### src/hdl/gbte_pkg.sv
`timescale 1ns / 1ps
package gbte_pkg;

  // Request codes carried in req_type.
  localparam logic [1:0] REQ_COUNT    = 2'd0;
  localparam logic [1:0] REQ_FINISH   = 2'd1;
  localparam logic [1:0] REQ_CLASSIFY = 2'd2;
  localparam logic [1:0] REQ_RSVD     = 2'd3;

  // Configuration register indexes.
  localparam logic [2:0] REG_SETS = 3'd0;
  localparam logic [2:0] REG_INCL = 3'd1;
  localparam logic [2:0] REG_REV  = 3'd2;
  localparam logic [2:0] REG_XOFF = 3'd3;
  localparam logic [2:0] REG_YOFF = 3'd4;

  localparam int BIN_W = 25;
  localparam int TOT_W = 33;
  localparam logic [BIN_W-1:0] BIN_MAX = '1;
  localparam logic [8:0] LEVEL_END = 9'd256;

  // Controller states; each state issues the datapath operation of the same name.
  typedef enum logic [4:0] {
    OP_CLEAR, OP_IDLE, OP_CNT_RD, OP_CNT_WR,
    OP_SCAN_INIT, OP_SCAN_RD, OP_SCAN_WR, OP_DECIDE,
    OP_INIT_RD, OP_INIT_WR, OP_INIT_END,
    OP_G_START, OP_G_LOAD, OP_G_RD, OP_G_SUM, OP_G_CALC, OP_G_END,
    OP_T_START, OP_T_RD1, OP_T_RD2, OP_T_WR, OP_T_POST, OP_F_MASK,
    OP_M_START, OP_M_RD, OP_M_CALC,
    OP_E_START, OP_E_SCAN, OP_E_LOAD, OP_E_WAIT
  } op_t;

  typedef struct packed {
    op_t  op;
    logic accept;
  } cmd_t;

  typedef struct packed {
    logic idx_last;
    logic ct_zero;
    logic grouped;
    logic init_last;
    logic g_last;
    logic moved;
    logic t_last;
    logic active_zero;
    logic m_last;
    logic mask_zero;
    logic mask_hit;
    logic out_taken;
  } status_t;

endpackage

### src/hdl/gbte_ctrl.sv
`timescale 1ns / 1ps
module gbte_ctrl import gbte_pkg::*; (
  input  logic       clk,
  input  logic       rst,
  input  logic       in_valid,
  input  logic [1:0] req_type,
  input  status_t    st,
  output logic       in_stall,
  output cmd_t       cmd
);

  op_t state, state_next;

  // State register; reset starts the histogram clearing sweep.
  always_ff @(posedge clk) begin
    if (rst) begin
      state <= OP_CLEAR;
    end else begin
      state <= state_next;
    end
  end

  // Next state and command to the datapath.
  always_comb begin
    state_next = state;
    cmd.op     = state;
    cmd.accept = 1'b0;
    in_stall   = (state != OP_IDLE);
    case (state)
      OP_CLEAR: begin
        if (st.idx_last) state_next = OP_IDLE;
      end
      OP_IDLE: begin
        if (in_valid) begin
          cmd.accept = 1'b1;
          case (req_type)
            REQ_COUNT:    state_next = OP_CNT_RD;
            REQ_FINISH:   state_next = OP_SCAN_INIT;
            REQ_CLASSIFY: state_next = OP_M_START;
            default:      state_next = OP_IDLE;
          endcase
        end
      end
      OP_CNT_RD:    state_next = OP_CNT_WR;
      OP_CNT_WR:    state_next = OP_IDLE;
      OP_SCAN_INIT: state_next = OP_SCAN_RD;
      OP_SCAN_RD:   state_next = OP_SCAN_WR;
      OP_SCAN_WR: begin
        state_next = st.idx_last ? OP_DECIDE : OP_SCAN_RD;
      end
      OP_DECIDE: begin
        if (st.ct_zero) state_next = OP_IDLE;
        else if (st.grouped) state_next = OP_INIT_RD;
        else state_next = OP_T_START;
      end
      OP_INIT_RD:  state_next = OP_INIT_WR;
      OP_INIT_WR:  state_next = st.init_last ? OP_INIT_END : OP_INIT_RD;
      OP_INIT_END: state_next = OP_G_START;
      OP_G_START:  state_next = OP_G_LOAD;
      OP_G_LOAD:   state_next = OP_G_RD;
      OP_G_RD:     state_next = OP_G_SUM;
      OP_G_SUM:    state_next = OP_G_CALC;
      OP_G_CALC:   state_next = st.g_last ? OP_G_END : OP_G_RD;
      OP_G_END:    state_next = st.moved ? OP_G_START : OP_T_START;
      OP_T_START:  state_next = OP_T_RD1;
      OP_T_RD1:    state_next = OP_T_RD2;
      OP_T_RD2:    state_next = OP_T_WR;
      OP_T_WR:     state_next = st.t_last ? OP_T_POST : OP_T_RD1;
      OP_T_POST:   state_next = OP_F_MASK;
      OP_F_MASK:   state_next = OP_E_START;
      OP_M_START:  state_next = st.active_zero ? OP_IDLE : OP_M_RD;
      OP_M_RD:     state_next = OP_M_CALC;
      OP_M_CALC:   state_next = st.m_last ? OP_E_START : OP_M_RD;
      OP_E_START:  state_next = st.mask_zero ? OP_IDLE : OP_E_SCAN;
      OP_E_SCAN: begin
        if (st.mask_hit) state_next = OP_E_LOAD;
      end
      OP_E_LOAD:   state_next = OP_E_WAIT;
      OP_E_WAIT: begin
        if (st.out_taken) state_next = st.mask_zero ? OP_IDLE : OP_E_SCAN;
      end
      default:     state_next = OP_IDLE;
    endcase
  end

endmodule

### config.mk
export PLATFORM = sky130hd
export DESIGN_NAME = gbte_ctrl
export DESIGN_NICKNAME = d
export VERILOG_FILES = /design/src/hdl/gbte_pkg.sv /design/src/hdl/gbte_ctrl.sv
export SDC_FILE = /design/constraint.sdc
export NUM_CORES = 1
export LEC_CHECK = 0
export BUFFER_PORTS_ARGS = -buffer_cell sky130_fd_sc_hd__buf_4
export CAP_MARGIN = 20
export CORE_MARGIN = 4
export CORE_UTILIZATION = 47
export CTS_CLUSTER_SIZE = 14
export DETAILED_ROUTE_END_ITERATION = 6
export HOLD_SLACK_MARGIN = 0.15
export PLACE_DENSITY = 0.81
export RECOVER_POWER = 50
export SYNTH_ARGS = -nofsm -noshare
export SYNTH_HDL_FRONTEND = slang
export SYNTH_SLANG_ARGS = --single-unit
### constraint.sdc
create_clock -name clk -period 1.5 [get_ports clk]
set_input_delay 0.15 -clock clk [delete_from_list [all_inputs] [get_ports clk]]
set_output_delay 0.15 -clock clk [all_outputs]
set_load 0.05 [all_outputs]
==> results <==
- The register with the most flip-flops in the layout has 5 of them.
- Of the total synthesized cell area, the portion taken by AND, OR, NAND and NOR gates is 0.3963.
- Of the total power, the share spent switching nets is 0.4228.
- The number of antenna violations at the first check in global routing is 0.
- The number of violations reported at the end of detailed-routing iteration 0 is between 70 and 80.
- The clock arrives with about 0.0020 ns of skew.
- By area the synthesized netlist is led by sky130_fd_sc_hd__dfxtp_1 11%, sky130_fd_sc_hd__nor2_1 5.1%, sky130_fd_sc_hd__o21ai_0 4.5%.
- The sequential cell area is about 120 um^2.
- For this design the total switching power over the nets is between 300 and 400 uW.
- The mean post-synth cell area is approximately 7.6 um^2.
- The largest fanout of any net on the critical path is 6.
- The combinational fraction of design power is 0.566.
- The layout filler cell count is between 100 and 150.
- The number of I/O pins is 24.
- The insertion delay to the later sink of the worst-skew pair is around 0.25 ns.
- The max-slew violation total from the final report is 0.
- The post-route worst setup slack is -0.1165 ns.
- The cell taking the most area after synthesis is sky130_fd_sc_hd__dfxtp_1.
- The main combinational cell family by area after synthesis is simple AND/OR/NAND/NOR gates.
- The end of the critical path is cmd[0].
- The max-cap violation count is 0.
- STA classifies the critical path endpoint as an output port.
- The core area is 0.001745 mm^2.
- The number of flops mapped to enable cells by yosys is 0.
- Of the total synthesized cell area, the portion taken by XOR and XNOR cells is 0.009943.
- Yosys mapped the design onto 48 distinct sky130hd cell types.
- During placement, the flow inserted port buffers numbering 23.
- The largest net degree at the start of global routing is 12.
- The launch point of the critical path is state[2].
- The final setup violation count is 7.
- The number of H-tree levels is 1.
- The total overflow left after global routing is 0.
- The count of TritonRoute iterations in the first routing pass is 5.
- Of the total synthesized cell area, the portion taken by full adders, half adders and majority gates is 0.04261.
- The net count of the finished layout is ~190.
- Of the post-synthesis cell area, the dominant cell type holds 0.1136.
- The clock passes through at most 2 buffers.
- The critical path is of the register to output port type.
- 0 antenna diodes ended up in the layout.
- The total instance count after detailed placement is between 150 and 200.
- Of all flip-flops after synthesis, the portion carrying an async set or reset was 0.
- Setup repair after global routing could not meet its margin everywhere.
- The vias after detailed routing is 1212.
- The category of the worst setup path launch point is a register.
- The die height is 51.29 um.
- The slack of the worst reg-to-reg path is -0.11 ns.
- Of the cells placed in the final design, the portion with a size suffix greater than 1 is 0.5655.
- The relative contribution of the clock network to total power is 0.226.
- The synthesized cell area is a little under 900 um^2.
- The fraction of the mapped netlist area in compound gates is 0.2955.
- The horizontal extent of the die is around 50 um.
- The data arrival time at the worst-slack endpoint is 1.47 ns.
- The cell at the root of the clock tree is sky130_fd_sc_hd__clkbuf_4.
- The data required time of the worst path is approximately 1.4 ns.
- The share of synthesized area spent on multiplexers is 0.03693.
- At the end of routability-driven placement, the weighted congestion stood at 1.026.
- In the final layout, the registers with the most flip-flops are state (5).
- OpenSTA, run right after detailed placement, puts the worst setup slack at -0.1414 ns.
- The number of warnings printed during yosys synthesis is 0.
- Final hold analysis gives a worst-case slack of between 0.3 and 0.4 ns.
- The cell leakage power is approximately 0.63 nW.
- The primary flip-flop cell chosen by synthesis mapping is sky130_fd_sc_hd__dfxtp_1.
- The number of rows in the core area is 15.
- The register with the most flip-flops in the final layout is state.
- The layout overhead on the synthesized area is 64.35%.
- The shortest period the worst path allows is between 1.5 and 2 ns.
- The flop and latch count out of synthesis is 5.
- The HPWL after detailed placement is 2376 um.
- The run finished, with violations left.
- For this run, the number of standard cells in the final layout without fillers is just under 200.
- TritonCTS created 3 clock buffers.
- The wire length of the first global-routing pass is 6065 um.
- The number of antenna-violating nets in the routed design is 0.
- Measured in cells, the most critical reg-to-reg path has a length of 6.
- The DRC violation count after routing is 0.
- The floorplan step defined a die boundary enclosing between 0.002 and 0.003 mm^2.
- The final layout contains routed wiring with a total length of 3819 um.
- The mean routed wirelength per cell is 19.79 um.
- Static timing analysis puts the maximum clock frequency at ~0.62 GHz.
- Of the total power, registers draw 0.208.
- The portion of the clock cycle consumed by the worst path in the final layout is 1.078.
- TritonCTS built the clock tree.
- Synthesis produced a netlist with a net count of about 140.
- Clock-pin slew was measured on the worst setup and hold paths at ~0.05 ns.
- The final hold violation count is 0.
- The headroom to the max-slew limit is 0.5870.
- The via density per instance is 6.280.
- The final reports fail on setup timing.
- The initial core utilization is 0.5047.
- The worst register-to-register path begins at state[3].
- The via count of the first global-routing pass is 1195.
- The count of clock tree sinks is 5.
- In this run the power density over the cells is between 500 and 600 mW/mm^2.
- The total power after layout is roughly 760 uW.
- The reg-to-reg critical path endpoint is state[4].
- The worst-case IR drop observed on VDD is between 0.4 and 0.5 mV.
- The internal power is roughly 440 uW.
- For this run, the register share of the synthesized area comes to 0.1136.
- In the final layout, the multi-input gates occupy between 700 and 800 um^2.
- The global-route usage over all layers is 0.3164.
- Counting every instance in the synthesized netlist gives about 120.
- The measured slew at the worst slew-check pin is between 0.6 and 0.7 ns.
- The worst hold path belongs to the class input port to register.
==> cells in the mapped netlist, types with 2 or more instances <==
master / n
sky130_fd_sc_hd__nand2b_1: 4
sky130_fd_sc_hd__nand2_1: 8
sky130_fd_sc_hd__buf_6: 3
sky130_fd_sc_hd__buf_4: 2
sky130_fd_sc_hd__nand4b_1: 3
sky130_fd_sc_hd__a22oi_1: 2
sky130_fd_sc_hd__mux2_2: 2
sky130_fd_sc_hd__o21ai_0: 8
sky130_fd_sc_hd__a311oi_2: 2
sky130_fd_sc_hd__a21oi_1: 5
sky130_fd_sc_hd__ha_1: 3
sky130_fd_sc_hd__nor2b_1: 5
sky130_fd_sc_hd__nor3_1: 3
sky130_fd_sc_hd__nor2_1: 12
sky130_fd_sc_hd__nor3b_1: 3
sky130_fd_sc_hd__a21o_1: 2
sky130_fd_sc_hd__or3_1: 4
sky130_fd_sc_hd__nor4_1: 3
sky130_fd_sc_hd__dfxtp_1: 5
sky130_fd_sc_hd__inv_1: 5
sky130_fd_sc_hd__buf_2: 5
==> kinds of logic after synthesis <==
family,count (synthesis)
flops,5
compound gates,32
buf+inv,15
xor+xnor,1
mux,3
fa+ha+maj,3
simple gates,57
==> routing by layer <==
layer	up-vias	share of wire	routed length (um)	GRT usage
li1	537	-	-	-
met1	562	0.37	1427	0.3561
met2	84	0.48	1830	0.5472
met3	29	0.086	329	0.07872
met4	0	0.060	231	0.1616
met5	-	0	0	0
==> area by class of cell <==
type,instances,area share
multi-input cells,96,0.5514
repair buffers,58,0.3137
flip-flops and latches,5,0.08211
clock buffers,4,0.01815
well taps,25,0.02161
inverters,5,0.01296
==> critical path, stage by stage, from the launching register on <==
cell	delay, ns
sky130_fd_sc_hd__dfxtp_4	0.37
sky130_fd_sc_hd__or3_4	0.41
sky130_fd_sc_hd__nor2_4	0.14
sky130_fd_sc_hd__and2_4	0.16
sky130_fd_sc_hd__buf_8	0.13
==> repair_timing <==
action,in CTS,in global routing
endpoints found under the hold margin,4,0
hold buffers,1,0
setup endpoints to repair,6,7
buffers inserted,10,0
pin swaps,6,7
resized for setup,17,11
==> power by group through the flow <==
stage	Clock (mW)	Combinational (mW)	Sequential (mW)
floorplan	0	0.190	0.168
global placement	0	0.337	0.159
detailed placement	0	0.343	0.160
CTS	0.170	0.398	0.154
global route	0.182	0.451	0.159
finish	0.171	0.428	0.157
==> worst min-delay path by stage <==
stage / from / endpoint / slack, ns / cells past startpoint
4_1_cts: st[10] / state[3] / 0.31 / 4
5_1_grt: st[0] / state[2] / 0.31 / 4
3_5_place_dp: rst / state[4] / 0.36 / 2
2_1_floorplan: rst / state[0] / 0.21 / 1
3_3_place_gp: rst / state[0] / 0.36 / 2
6_report: st[0] / state[2] / 0.31 / 4
==> layout by cell type (no fill, tap or decap), types with 3 or more instances in the layout <==
| master | count |
|---|---|
| sky130_fd_sc_hd__nand4b_1 | 3 |
| sky130_fd_sc_hd__clkbuf_4 | 3 |
| sky130_fd_sc_hd__o21ai_0 | 6 |
| sky130_fd_sc_hd__nor2b_1 | 3 |
| sky130_fd_sc_hd__nor2_1 | 12 |
| sky130_fd_sc_hd__or3_1 | 3 |
| sky130_fd_sc_hd__nand2_1 | 7 |
| sky130_fd_sc_hd__a21oi_1 | 3 |
| sky130_fd_sc_hd__ha_1 | 3 |
| sky130_fd_sc_hd__buf_4 | 50 |
| sky130_fd_sc_hd__inv_1 | 4 |
| sky130_fd_sc_hd__dfxtp_4 | 5 |
| sky130_fd_sc_hd__buf_6 | 4 |
==> metrics by stage <==
step / cell area [um^2] / utilization / TNS [ns]
finish: 1448 / 0.8294 / -0.5920
global route: 1448 / 0.8294 / -0.8753
CTS: 1404 / 0.8043 / -0.2229
detailed placement: 1215 / 0.6961 / -0.2298
global placement: 1215 / 0.6961 / -0.1817
floorplan: 908.4 / - / -0.5240
Power figures use the tool's default switching activity.
